--- src/rtl/hss_pkg.sv ---
// ----------------------------------------------------------------------------
// Hall six-step commutator package
// Shared widths, codes, lookup tables and small helper functions.
// ----------------------------------------------------------------------------
package hss_pkg;

	// field widths
	localparam int CODE_W  = 3;
	localparam int TIME_W  = 32;
	localparam int CFG_W   = 16;
	localparam int PP_W    = 6;
	localparam int SPEED_W = 14;
	localparam int STEP_W  = 3;
	localparam int DRIVE_W = 2;
	localparam int DIR_W   = 2;
	localparam int SNUM_W  = 4;
	localparam int RSN_W   = 3;
	localparam int CIDX_W  = 2;

	// speed arithmetic: 60000 / (6 * dt) == 10000 / dt
	localparam int STEP_COUNT    = 6;
	localparam int RPM_NUMERATOR = 60000;
	localparam logic [SPEED_W-1:0] RPM_DIVIDEND = SPEED_W'(RPM_NUMERATOR / STEP_COUNT);

	// configuration register indexes
	localparam logic [CIDX_W-1:0] CFG_SETTLE  = 2'd0;
	localparam logic [CIDX_W-1:0] CFG_STOP    = 2'd1;
	localparam logic [CIDX_W-1:0] CFG_PERIOD  = 2'd2;
	localparam logic [CIDX_W-1:0] CFG_POLES   = 2'd3;

	// configuration reset values
	localparam logic [CFG_W-1:0] SETTLE_RST = 16'd5;
	localparam logic [CFG_W-1:0] STOP_RST   = 16'd1000;
	localparam logic [CFG_W-1:0] PERIOD_RST = 16'd500;
	localparam logic [PP_W-1:0]  POLES_RST  = 6'd6;

	// report reasons
	localparam logic [RSN_W-1:0] R_NONE       = 3'd0;
	localparam logic [RSN_W-1:0] R_TRANSITION = 3'd1;
	localparam logic [RSN_W-1:0] R_INVALID    = 3'd2;
	localparam logic [RSN_W-1:0] R_STOPPED    = 3'd3;
	localparam logic [RSN_W-1:0] R_PERIODIC   = 3'd4;

	// rotation codes
	localparam logic [DIR_W-1:0] DIR_NONE = 2'b00;
	localparam logic [DIR_W-1:0] DIR_FWD  = 2'b01;
	localparam logic [DIR_W-1:0] DIR_REV  = 2'b11;

	// phase drive levels
	localparam logic [DRIVE_W-1:0] PH_FLOAT = 2'd0;
	localparam logic [DRIVE_W-1:0] PH_LOW   = 2'd1;
	localparam logic [DRIVE_W-1:0] PH_HIGH  = 2'd2;

	// "no code" marker for candidate and accepted code registers
	localparam logic [CODE_W:0] NO_CODE = 4'd8;

	typedef struct packed {
		logic              ok;
		logic [STEP_W-1:0] step;
	} hall_step_t;

	typedef struct packed {
		logic [DRIVE_W-1:0] a;
		logic [DRIVE_W-1:0] b;
		logic [DRIVE_W-1:0] c;
	} drive_t;

	// Hall code to commutation step; 000 and 111 are not valid
	function automatic hall_step_t step_of(input logic [CODE_W-1:0] code);
		hall_step_t r;
		r.ok = 1'b1;
		case (code)
			3'd1: r.step = 3'd0;
			3'd2: r.step = 3'd4;
			3'd3: r.step = 3'd5;
			3'd4: r.step = 3'd2;
			3'd5: r.step = 3'd1;
			3'd6: r.step = 3'd3;
			default: begin
				r.ok   = 1'b0;
				r.step = 3'd0;
			end
		endcase
		return r;
	endfunction

	// phase pattern per step
	function automatic drive_t drive_of(input logic [STEP_W-1:0] step);
		drive_t d;
		case (step)
			3'd0: d = '{PH_HIGH,  PH_LOW,   PH_FLOAT};
			3'd1: d = '{PH_HIGH,  PH_FLOAT, PH_LOW};
			3'd2: d = '{PH_FLOAT, PH_HIGH,  PH_LOW};
			3'd3: d = '{PH_LOW,   PH_HIGH,  PH_FLOAT};
			3'd4: d = '{PH_LOW,   PH_FLOAT, PH_HIGH};
			3'd5: d = '{PH_FLOAT, PH_LOW,   PH_HIGH};
			default: d = '{PH_HIGH, PH_LOW, PH_FLOAT};
		endcase
		return d;
	endfunction

	// direction from one known step to the next
	function automatic logic [DIR_W-1:0] rot_of(input logic [STEP_W-1:0] prev,
			input logic [STEP_W-1:0] next);
		logic [STEP_W-1:0] inc;
		logic [STEP_W-1:0] dec;
		inc = (prev == 3'd5) ? 3'd0 : prev + 3'd1;
		dec = (prev == 3'd0) ? 3'd5 : prev - 3'd1;
		if (next == inc)
			return DIR_FWD;
		else if (next == dec)
			return DIR_REV;
		else
			return DIR_NONE;
	endfunction

endpackage

--- src/rtl/hss_div.sv ---
// ----------------------------------------------------------------------------
// Hall six-step commutator divider
// Restoring radix-2 divider, one quotient bit per cycle, shared by both
// speed divisions. Divisor must be nonzero.
// ----------------------------------------------------------------------------
module hss_div (
	input  logic                        clk,
	input  logic                        arst_n,
	input  logic                        start,
	input  logic [hss_pkg::SPEED_W-1:0] dividend,
	input  logic [hss_pkg::SPEED_W-1:0] divisor,
	output logic                        done,
	output logic [hss_pkg::SPEED_W-1:0] quotient
);
	import hss_pkg::*;

	localparam int CNT_W = $clog2(SPEED_W);

	logic               busy_q;
	logic               done_q;
	logic [CNT_W-1:0]   cnt_q;
	logic [SPEED_W-1:0] quo_q;
	logic [SPEED_W-1:0] rem_q;
	logic [SPEED_W-1:0] dvs_q;
	logic [SPEED_W:0]   shifted;
	logic [SPEED_W+1:0] trial;

	// one trial subtraction
	assign shifted = {rem_q, quo_q[SPEED_W-1]};
	assign trial   = {1'b0, shifted} - {2'b00, dvs_q};

	// sequencing
	always_ff @(posedge clk or negedge arst_n) begin
		if (!arst_n) begin
			busy_q <= 1'b0;
			done_q <= 1'b0;
			cnt_q  <= '0;
		end else begin
			done_q <= 1'b0;
			if (start) begin
				busy_q <= 1'b1;
				cnt_q  <= CNT_W'(SPEED_W - 1);
			end else if (busy_q) begin
				if (cnt_q == '0) begin
					busy_q <= 1'b0;
					done_q <= 1'b1;
				end else begin
					cnt_q <= cnt_q - 1'b1;
				end
			end
		end
	end

	// datapath
	always_ff @(posedge clk) begin
		if (start) begin
			quo_q <= dividend;
			rem_q <= '0;
			dvs_q <= divisor;
		end else if (busy_q) begin
			if (!trial[SPEED_W+1]) begin
				rem_q <= trial[SPEED_W-1:0];
				quo_q <= {quo_q[SPEED_W-2:0], 1'b1};
			end else begin
				rem_q <= shifted[SPEED_W-1:0];
				quo_q <= {quo_q[SPEED_W-2:0], 1'b0};
			end
		end
	end

	assign done     = done_q;
	assign quotient = quo_q;

endmodule

--- src/rtl/hall_six_step_commutator.sv ---
// ----------------------------------------------------------------------------
// Hall six-step commutator
// Debounces Hall codes, sets the six-step phase drive and reports direction
// and electrical / mechanical speed with stop and periodic reports.
// ----------------------------------------------------------------------------
// Usage:
//  - Input channel (in_valid / in_stall): one item is one poll with the Hall
//    code and the millisecond time. in_stall is high while an item is in work.
//  - Output channel (out_valid / out_stall): exactly one result item per poll,
//    held in an output register until taken.
//  - Config channel (cfg_valid / cfg_ready): cfg_ready is always high; write
//    only while the block is idle.
//  - Sequence: an accepted item passes the evaluate, stop, periodic and
//    output states; a transition that needs both speed divisions runs them
//    back to back on one shared 14-bit divider, one quotient bit per cycle,
//    between evaluate and stop.
//  - Flow: no new item is taken until the result of the last one is loaded
//    into the output register; the next item is taken the cycle after the
//    result is loaded, even if the receiver stalls it.
//  - When the receiver stalls with a result still held, a finished item waits
//    in the last sequencer state and no new item is taken.
//  - Reset: telemetry state, configuration and out_valid go to their reset
//    values, no code accepted, drive step set to the first pattern.
// ----------------------------------------------------------------------------
module hall_six_step_commutator (
	input  logic                                clk,
	input  logic                                arst_n,
	// poll input
	input  logic                                in_valid,
	output logic                                in_stall,
	input  logic [hss_pkg::CODE_W-1:0]          hall_code,
	input  logic [hss_pkg::TIME_W-1:0]          time_ms,
	// result output
	output logic                                out_valid,
	input  logic                                out_stall,
	output logic [hss_pkg::DRIVE_W-1:0]         drive_a,
	output logic [hss_pkg::DRIVE_W-1:0]         drive_b,
	output logic [hss_pkg::DRIVE_W-1:0]         drive_c,
	output logic signed [hss_pkg::SNUM_W-1:0]   step_number,
	output logic signed [hss_pkg::DIR_W-1:0]    rotation,
	output logic [hss_pkg::SPEED_W-1:0]         electrical_speed,
	output logic [hss_pkg::SPEED_W-1:0]         mechanical_speed,
	output logic                                code_valid,
	output logic [hss_pkg::CODE_W-1:0]          reported_code,
	output logic [hss_pkg::RSN_W-1:0]           report_reason,
	// configuration
	input  logic                                cfg_valid,
	output logic                                cfg_ready,
	input  logic [hss_pkg::CIDX_W-1:0]          cfg_index,
	input  logic [hss_pkg::CFG_W-1:0]           cfg_data
);
	import hss_pkg::*;

	typedef enum logic [6:0] {
		S_IDLE   = 7'b0000001,
		S_EVAL   = 7'b0000010,
		S_DIV_E  = 7'b0000100,
		S_DIV_M  = 7'b0001000,
		S_STOP   = 7'b0010000,
		S_PERIOD = 7'b0100000,
		S_OUT    = 7'b1000000
	} state_t;

	state_t state_q;

	// configuration registers
	logic [CFG_W-1:0] settle_q;
	logic [CFG_W-1:0] stop_q;
	logic [CFG_W-1:0] period_q;
	logic [PP_W-1:0]  poles_q;

	// captured poll
	logic [CODE_W-1:0] code_q;
	logic [TIME_W-1:0] now_q;

	// telemetry state
	logic [CODE_W:0]    cand_code_q;
	logic [TIME_W-1:0]  cand_time_q;
	logic [CODE_W:0]    acc_code_q;
	logic [STEP_W-1:0]  cur_step_q;
	logic               step_known_q;
	logic [STEP_W-1:0]  drive_step_q;
	logic [DIR_W-1:0]   dir_q;
	logic [SPEED_W-1:0] elec_q;
	logic [SPEED_W-1:0] mech_q;
	logic [TIME_W-1:0]  trans_time_q;
	logic [TIME_W-1:0]  last_rep_q;
	logic [RSN_W-1:0]   reason_q;

	// output register
	logic               out_valid_q;
	drive_t             out_drive_q;
	logic [SNUM_W-1:0]  out_step_q;
	logic [DIR_W-1:0]   out_dir_q;
	logic [SPEED_W-1:0] out_elec_q;
	logic [SPEED_W-1:0] out_mech_q;
	logic               out_cvalid_q;
	logic [CODE_W-1:0]  out_code_q;
	logic [RSN_W-1:0]   out_reason_q;

	// evaluation terms
	logic [TIME_W-1:0]  since_cand;
	logic [TIME_W-1:0]  since_trans;
	logic [TIME_W-1:0]  since_rep;
	logic               cand_match;
	logic               accept;
	hall_step_t         hs;
	logic               same_step;
	logic               too_slow;
	logic               need_div;
	logic               stop_hit;
	logic               period_hit;
	logic               out_load;
	logic [PP_W-1:0]    poles_eff;

	// divider hookup
	logic               div_start;
	logic [SPEED_W-1:0] div_dividend;
	logic [SPEED_W-1:0] div_divisor;
	logic               div_done;
	logic [SPEED_W-1:0] div_quotient;

	hss_div u_div (
		.clk      (clk),
		.arst_n   (arst_n),
		.start    (div_start),
		.dividend (div_dividend),
		.divisor  (div_divisor),
		.done     (div_done),
		.quotient (div_quotient)
	);

	// elapsed times, all modulo 2^32
	assign since_cand  = now_q - cand_time_q;
	assign since_trans = now_q - trans_time_q;
	assign since_rep   = now_q - last_rep_q;

	// debounce and acceptance
	assign hs         = step_of(code_q);
	assign cand_match = ({1'b0, code_q} == cand_code_q);
	assign accept     = cand_match && ({1'b0, code_q} != acc_code_q) &&
	                    (since_cand >= {16'b0, settle_q});
	assign same_step  = step_known_q && (cur_step_q == hs.step);
	assign too_slow   = since_trans > {18'b0, RPM_DIVIDEND};
	assign need_div   = step_known_q && (since_trans != '0) && !too_slow;
	assign poles_eff  = (poles_q == '0) ? PP_W'(1) : poles_q;

	// stop and periodic checks
	assign stop_hit   = step_known_q && (mech_q != '0) && (since_trans >= {16'b0, stop_q});
	assign period_hit = since_rep >= {16'b0, period_q};

	// divider operands: electrical first, then mechanical
	always_comb begin
		div_start    = 1'b0;
		div_dividend = RPM_DIVIDEND;
		div_divisor  = since_trans[SPEED_W-1:0];
		case (state_q)
			S_EVAL: begin
				div_start = accept && hs.ok && !same_step && need_div;
			end
			S_DIV_E: begin
				div_start    = div_done;
				div_dividend = div_quotient;
				div_divisor  = {{(SPEED_W-PP_W){1'b0}}, poles_eff};
			end
			default: begin
				div_start = 1'b0;
			end
		endcase
	end

	assign out_load = (state_q == S_OUT) && (!out_valid_q || !out_stall);

	// configuration writes
	always_ff @(posedge clk or negedge arst_n) begin
		if (!arst_n) begin
			settle_q <= SETTLE_RST;
			stop_q   <= STOP_RST;
			period_q <= PERIOD_RST;
			poles_q  <= POLES_RST;
		end else if (cfg_valid && cfg_ready) begin
			case (cfg_index)
				CFG_SETTLE: settle_q <= cfg_data;
				CFG_STOP:   stop_q   <= cfg_data;
				CFG_PERIOD: period_q <= cfg_data;
				CFG_POLES:  poles_q  <= cfg_data[PP_W-1:0];
				default:    settle_q <= settle_q;
			endcase
		end
	end

	// captured poll
	always_ff @(posedge clk) begin
		if (state_q == S_IDLE && in_valid) begin
			code_q <= hall_code;
			now_q  <= time_ms;
		end
	end

	// sequencer and telemetry state
	always_ff @(posedge clk or negedge arst_n) begin
		if (!arst_n) begin
			state_q      <= S_IDLE;
			cand_code_q  <= NO_CODE;
			cand_time_q  <= '0;
			acc_code_q   <= NO_CODE;
			cur_step_q   <= '0;
			step_known_q <= 1'b0;
			drive_step_q <= '0;
			dir_q        <= DIR_NONE;
			elec_q       <= '0;
			mech_q       <= '0;
			trans_time_q <= '0;
			last_rep_q   <= '0;
			reason_q     <= R_NONE;
		end else begin
			case (state_q)
				S_IDLE: begin
					if (in_valid) begin
						reason_q <= R_NONE;
						state_q  <= S_EVAL;
					end
				end
				S_EVAL: begin
					state_q <= S_STOP;
					if (!cand_match) begin
						cand_code_q <= {1'b0, code_q};
						cand_time_q <= now_q;
					end else if (accept) begin
						if (!hs.ok) begin
							acc_code_q   <= {1'b0, code_q};
							step_known_q <= 1'b0;
							dir_q        <= DIR_NONE;
							elec_q       <= '0;
							mech_q       <= '0;
							reason_q     <= R_INVALID;
							last_rep_q   <= now_q;
						end else begin
							drive_step_q <= hs.step;
							if (!same_step) begin
								dir_q <= step_known_q ? rot_of(cur_step_q, hs.step) : DIR_NONE;
								if (step_known_q && too_slow) begin
									elec_q <= '0;
									mech_q <= '0;
								end
								if (div_start)
									state_q <= S_DIV_E;
								acc_code_q   <= {1'b0, code_q};
								cur_step_q   <= hs.step;
								trans_time_q <= now_q;
								step_known_q <= 1'b1;
								reason_q     <= R_TRANSITION;
								last_rep_q   <= now_q;
							end
						end
					end
				end
				S_DIV_E: begin
					if (div_done) begin
						elec_q  <= div_quotient;
						state_q <= S_DIV_M;
					end
				end
				S_DIV_M: begin
					if (div_done) begin
						mech_q  <= div_quotient;
						state_q <= S_STOP;
					end
				end
				S_STOP: begin
					if (stop_hit) begin
						elec_q     <= '0;
						mech_q     <= '0;
						dir_q      <= DIR_NONE;
						reason_q   <= R_STOPPED;
						last_rep_q <= now_q;
					end
					state_q <= S_PERIOD;
				end
				S_PERIOD: begin
					if (period_hit) begin
						reason_q   <= R_PERIODIC;
						last_rep_q <= now_q;
					end
					state_q <= S_OUT;
				end
				S_OUT: begin
					if (out_load)
						state_q <= S_IDLE;
				end
				default: begin
					state_q <= S_IDLE;
				end
			endcase
		end
	end

	// output register control
	always_ff @(posedge clk or negedge arst_n) begin
		if (!arst_n)
			out_valid_q <= 1'b0;
		else if (out_load)
			out_valid_q <= 1'b1;
		else if (!out_stall)
			out_valid_q <= 1'b0;
	end

	// output register payload
	always_ff @(posedge clk) begin
		if (out_load) begin
			out_drive_q  <= drive_of(drive_step_q);
			out_step_q   <= step_known_q ? {1'b0, cur_step_q} : {SNUM_W{1'b1}};
			out_dir_q    <= dir_q;
			out_elec_q   <= elec_q;
			out_mech_q   <= mech_q;
			out_cvalid_q <= step_known_q;
			out_code_q   <= acc_code_q[CODE_W] ? '0 : acc_code_q[CODE_W-1:0];
			out_reason_q <= reason_q;
		end
	end

	assign in_stall         = (state_q != S_IDLE);
	assign cfg_ready        = 1'b1;
	assign out_valid        = out_valid_q;
	assign drive_a          = out_drive_q.a;
	assign drive_b          = out_drive_q.b;
	assign drive_c          = out_drive_q.c;
	assign step_number      = out_step_q;
	assign rotation         = out_dir_q;
	assign electrical_speed = out_elec_q;
	assign mechanical_speed = out_mech_q;
	assign code_valid       = out_cvalid_q;
	assign reported_code    = out_code_q;
	assign report_reason    = out_reason_q;

	// checks
	a_div_in_div_state: assert property (@(posedge clk) disable iff (!arst_n)
		div_done |-> (state_q == S_DIV_E || state_q == S_DIV_M))
		else $error("divider finished outside a division state");

	a_mech_le_elec: assert property (@(posedge clk) disable iff (!arst_n)
		(state_q != S_DIV_M) |-> (mech_q <= elec_q))
		else $error("mechanical speed above electrical speed");

	a_unknown_no_dir: assert property (@(posedge clk) disable iff (!arst_n)
		!step_known_q |-> (dir_q == DIR_NONE))
		else $error("direction set without a known step");

	a_load_from_out: assert property (@(posedge clk) disable iff (!arst_n)
		$rose(out_valid_q) |-> $past(state_q == S_OUT))
		else $error("result shown without finishing an item");

endmodule
--- config.mk ---
export PLATFORM = sky130hd
export DESIGN_NAME = hall_six_step_commutator
export DESIGN_NICKNAME = d
export VERILOG_FILES = /design/src/rtl/hss_pkg.sv /design/src/rtl/hss_div.sv /design/src/rtl/hall_six_step_commutator.sv
export SDC_FILE = /design/constraint.sdc
export NUM_CORES = 1
export LEC_CHECK = 0
export ABC_CLOCK_PERIOD_IN_PS = 4700
export BUFFER_PORTS_ARGS = -buffer_cell sky130_fd_sc_hd__buf_2
export CORE_UTILIZATION = 40
export CTS_BUF_LIST = sky130_fd_sc_hd__clkbuf_16
export DETAILED_ROUTE_END_ITERATION = 10
export HOLD_SLACK_MARGIN = 0.1
export SLEW_MARGIN = 20
export SYNTH_ARGS = -nofsm -noshare
export SYNTH_HDL_FRONTEND = slang
export SYNTH_HIERARCHICAL = 1
export SYNTH_SLANG_ARGS = --single-unit
--- constraint.sdc ---
create_clock -name clk -period 4.7 [get_ports clk]
set_input_delay 0.705 -clock clk [delete_from_list [all_inputs] [get_ports clk]]
set_output_delay 0.705 -clock clk [all_outputs]
set_load 0.03 [all_outputs]
==> results list <==
- 108 I/O pins were placed.
- Ys async rst share: 0.6310
- Type of the tightest min-delay check: input port to flip-flop
* Cell with the biggest individual delay on the critical path: edfxtp_1
* Congestion Overflow GR: 0
- Tmin final: 4.712 ns
- The filler cells instantiated in the layout total 4711.
- The region available for standard cell placement spans 51610 sq um.
* Die span in y: 231.2 microns
- After clock tree synthesis, the clock-pin slew on the worst setup and hold paths is 0.06 ns.
- The run finished, with violations left.
- Relative slew slack: 0.2586
* P_leak: 0.01124 uW
* Global routing usage summed across all routing layers: 0.2086
* Peak clock frequency supported by timing: 0.2122 GHz
- Pin count of the biggest net entering global routing: 91
* Setup violations, final: 22
- DRT iter0 DRCs: 861
- Most frequent cells in the layout: inv_1, nand2_1, dfrtp_1
- Prevailing post-synth register cell: dfrtp_1
- Seq cells post-synth: 336
- H-Tree Depth: 2
- Between clock sinks in the finished design, the worst skew comes to 0.02380 ns.
* Sum Neg Setup Slack: -0.1084 ns
- Antenna violations before repair: 0
- Starting Density: 0.4072
* Number of remaining DRC errors: 0
- The signal on the critical path passes through buf_4 -> ha_1 -> a21o_1 -> a221o_1 -> or3_1 -> a21oi_2 -> xnor2_1 -> ha_1 -> nand4_1 -> o21ai_2 -> o21ai_2 -> o2111a_1 -> nand4_1 -> nor4_2 -> nand4_1 -> or3b_4 -> buf_12 -> buf_12 -> mux2_4.
- Vias in the first global route: 16880
- Routability-driven placement finished with a final weighted congestion of 0.9409.
- Once detailed placement completed, the half-perimeter wirelength came to 42140 microns.
- Total inserted antenna cells: 0
* Die Area: 53460 sq um
* Sum of buffers and inverters on the critical path: 3
- STA classifies the critical path endpoint as a flip-flop.
- For this run, the detailed router's first-pass iteration total came to 4.
- Buffers on Ports: 106
- Across the VDD grid, the largest voltage drop is 0.0003730 V.
- Mean cell area of the mapped netlist: 9.743 sq um
- Total number of clock tree sinks: 336
- Dividing the detail-routed wire length by the instance count gives 18.05 microns.
* Register area share after synthesis: 0.4241
- Number of enable-type register cells in the synthesized netlist: 110
- Arrival time of data at the critical path endpoint: 5.17 ns
- The number of failing hold endpoints at the final stage was 0.
* Fraction of final layout cells sized beyond drive strength 1: 0.2572
- The floorplan has 83 rows.
* Worst-Skew Late Latency: 0.58 ns
- Antenna-violating nets left: 0
- Power per Cell Area: 682.3 nW/um^2
- Most frequent standard cell in the layout excluding fill and tap cells: inv_1
- Kind of start point of the critical path: flip-flop
- Summing over every cut layer, the via total after detailed routing is 17010.
* Final core utilization: 0.5013
- Final worst path period share: 1.002
- The routed design has 56420 microns of wire.
- Count of different cell masters after synthesis: 98
* Setup repair after global routing missed its margin: true
- TritonCTS built the clock tree.
* # Max-Cap Violations: 0
* Relative area change from synthesis to final layout: 23.11%
* Critical path data required time: 5.16 ns
- Crit path max fanout: 8
- Wire length of the first global-routing pass: 88600 microns
- The number of nets in the synthesized netlist is 2378.
- Dividing the detail-routed via count by the number of cells gives 5.441.
- Cell class contributing the biggest share of worst-path delay: simple AND/OR/NAND/NOR gates
* Delay of the slowest critical-path stage: 0.41 ns
- In the final design database the tool counted 2634 nets.
- Min setup slack post-route: -0.01163 ns
- The Yosys step of the flow raised 6 warnings.
- The most numerous cell type found on the critical path is nand4_1.
- The final reports fail on negative setup slack.
- No sink is reached through more buffers than the 3 on the longest clock path.
- Max Slew Vio Count: 0
* Critical path class: flip-flop to flip-flop
- Counting the buffers created by CTS gives 41.
- The die is 231.2 microns wide.
- At the placement stage, the worst setup path has a slack of -0.2215 ns.
* Slew at the pin closest to its max-slew limit: 1.112 ns
- In this run the cell area of the synthesized design comes to 21020 sq um.
* Buffer type at the clock tree root: clkbuf_16
- Post-synthesis instance total: 2157
## power by group
| part | total, uW | leakage (uW) | switching [uW] | internal (uW) |
|---|---|---|---|---|
| Sequential | 4150 | 0.00376 | 423 | 3730 |
| Clock | 3210 | 0.000713 | 1300 | 1910 |
| Combinational | 10300 | 0.00677 | 5600 | 4690 |
## per-stage QoR
| step | hold slack, ns | std cells | cell area, sq um | total power [uW] |
|---|---|---|---|---|
| final | 0.2952 | 3126 | 25870 | 17650 |
| after global routing | 0.2676 | 3126 | 25870 | 18960 |
| after CTS | 0.2576 | 3112 | 25280 | 17230 |
| after detailed placement | 0.4327 | 3014 | 23350 | 13310 |
| after global placement | 0.4334 | 3014 | 23350 | 13140 |
| after floorplan | 0.4094 | 2157 | 21020 | 10270 |
## kinds of logic (layout without fill, tap and decap cells)
family,Yosys count,in the layout,share of synthesized area
xor+xnor,86,86,0.03584
fa+ha+maj,163,163,0.09848
mux,170,170,0.09032
buf+inv,304,593,0.05698
other cells,1,1,0.0001784
simple gates,571,571,0.1315
compound gates,526,526,0.1627
flops,336,336,0.4241
## cells in the mapped netlist, types with 34 or more instances
library cell,number,area share
a21o_1,40,0.014
a21oi_1,144,0.034
clkbuf_1,62,0.011
dfrtp_1,193,0.23
edfxtp_1,110,0.16
ha_1,159,0.095
inv_1,218,0.039
mux2_1,35,0.019
mux2_2,102,0.055
nand2_1,200,0.036
nand3_1,34,0.0081
nand4_1,37,0.011
nor2_1,127,0.023
o21ai_0,129,0.031
xnor2_1,49,0.020
xor2_1,37,0.015
## layer usage
metal,track usage,routed length (microns),share of wire,up-vias
met2,0.3514,26550,0.47,389
met3,0.02904,2392,0.042,104
met5,0,0,0,-
met4,0.07036,1703,0.030,0
met1,0.2744,25780,0.46,8246
li1,-,-,-,8269
## final cells by class
type / count / area [sq um] / area share
clock buffer: 42 / 1051 / 0.04062
clock inverter: 34 / 316.6 / 0.01224
inverter: 218 / 823.3 / 0.03182
multi-input combinational: 1517 / 11660 / 0.4507
sequential: 336 / 8912 / 0.3445
tap: 680 / 850.8 / 0.03289
timing repair buffer: 299 / 2257 / 0.08724
## sequential cells by signal (all words and copies together) (netlist names), 16 cells and up
| name | cells |
|---|---|
| last_rep_q | 32 |
| cand_time_q | 32 |
| period_q | 16 |
| trans_time_q | 32 |
| now_q | 32 |
| stop_q | 16 |
| settle_q | 16 |
## worst paths after layout
kind / start / end / slack (ns) / depth (start not counted)
worst max register to register: now_q[6] / last_rep_q[11] / -0.01 / 19
min in group asynchronous: arst_n / cand_time_q[29] / 0.63 / 2
max in group asynchronous: arst_n / stop_q[15] / 2.83 / 3
worst min register to register: elec_q[13] / electrical_speed[13] / 0.45 / 0
worst min-delay path: time_ms[5] / now_q[5] / 0.30 / 1
worst max-delay path: now_q[6] / last_rep_q[11] / -0.01 / 19
## what timing repair did
item,CTS,global route
setup buffers,20,16
pin swaps,46,47
gates cloned,2,2
hold endpoints to repair,5,0
hold buffers,1,0
resized for setup,81,116
endpoints found under the setup margin,108,154
Power figures use the tool's default switching activity.
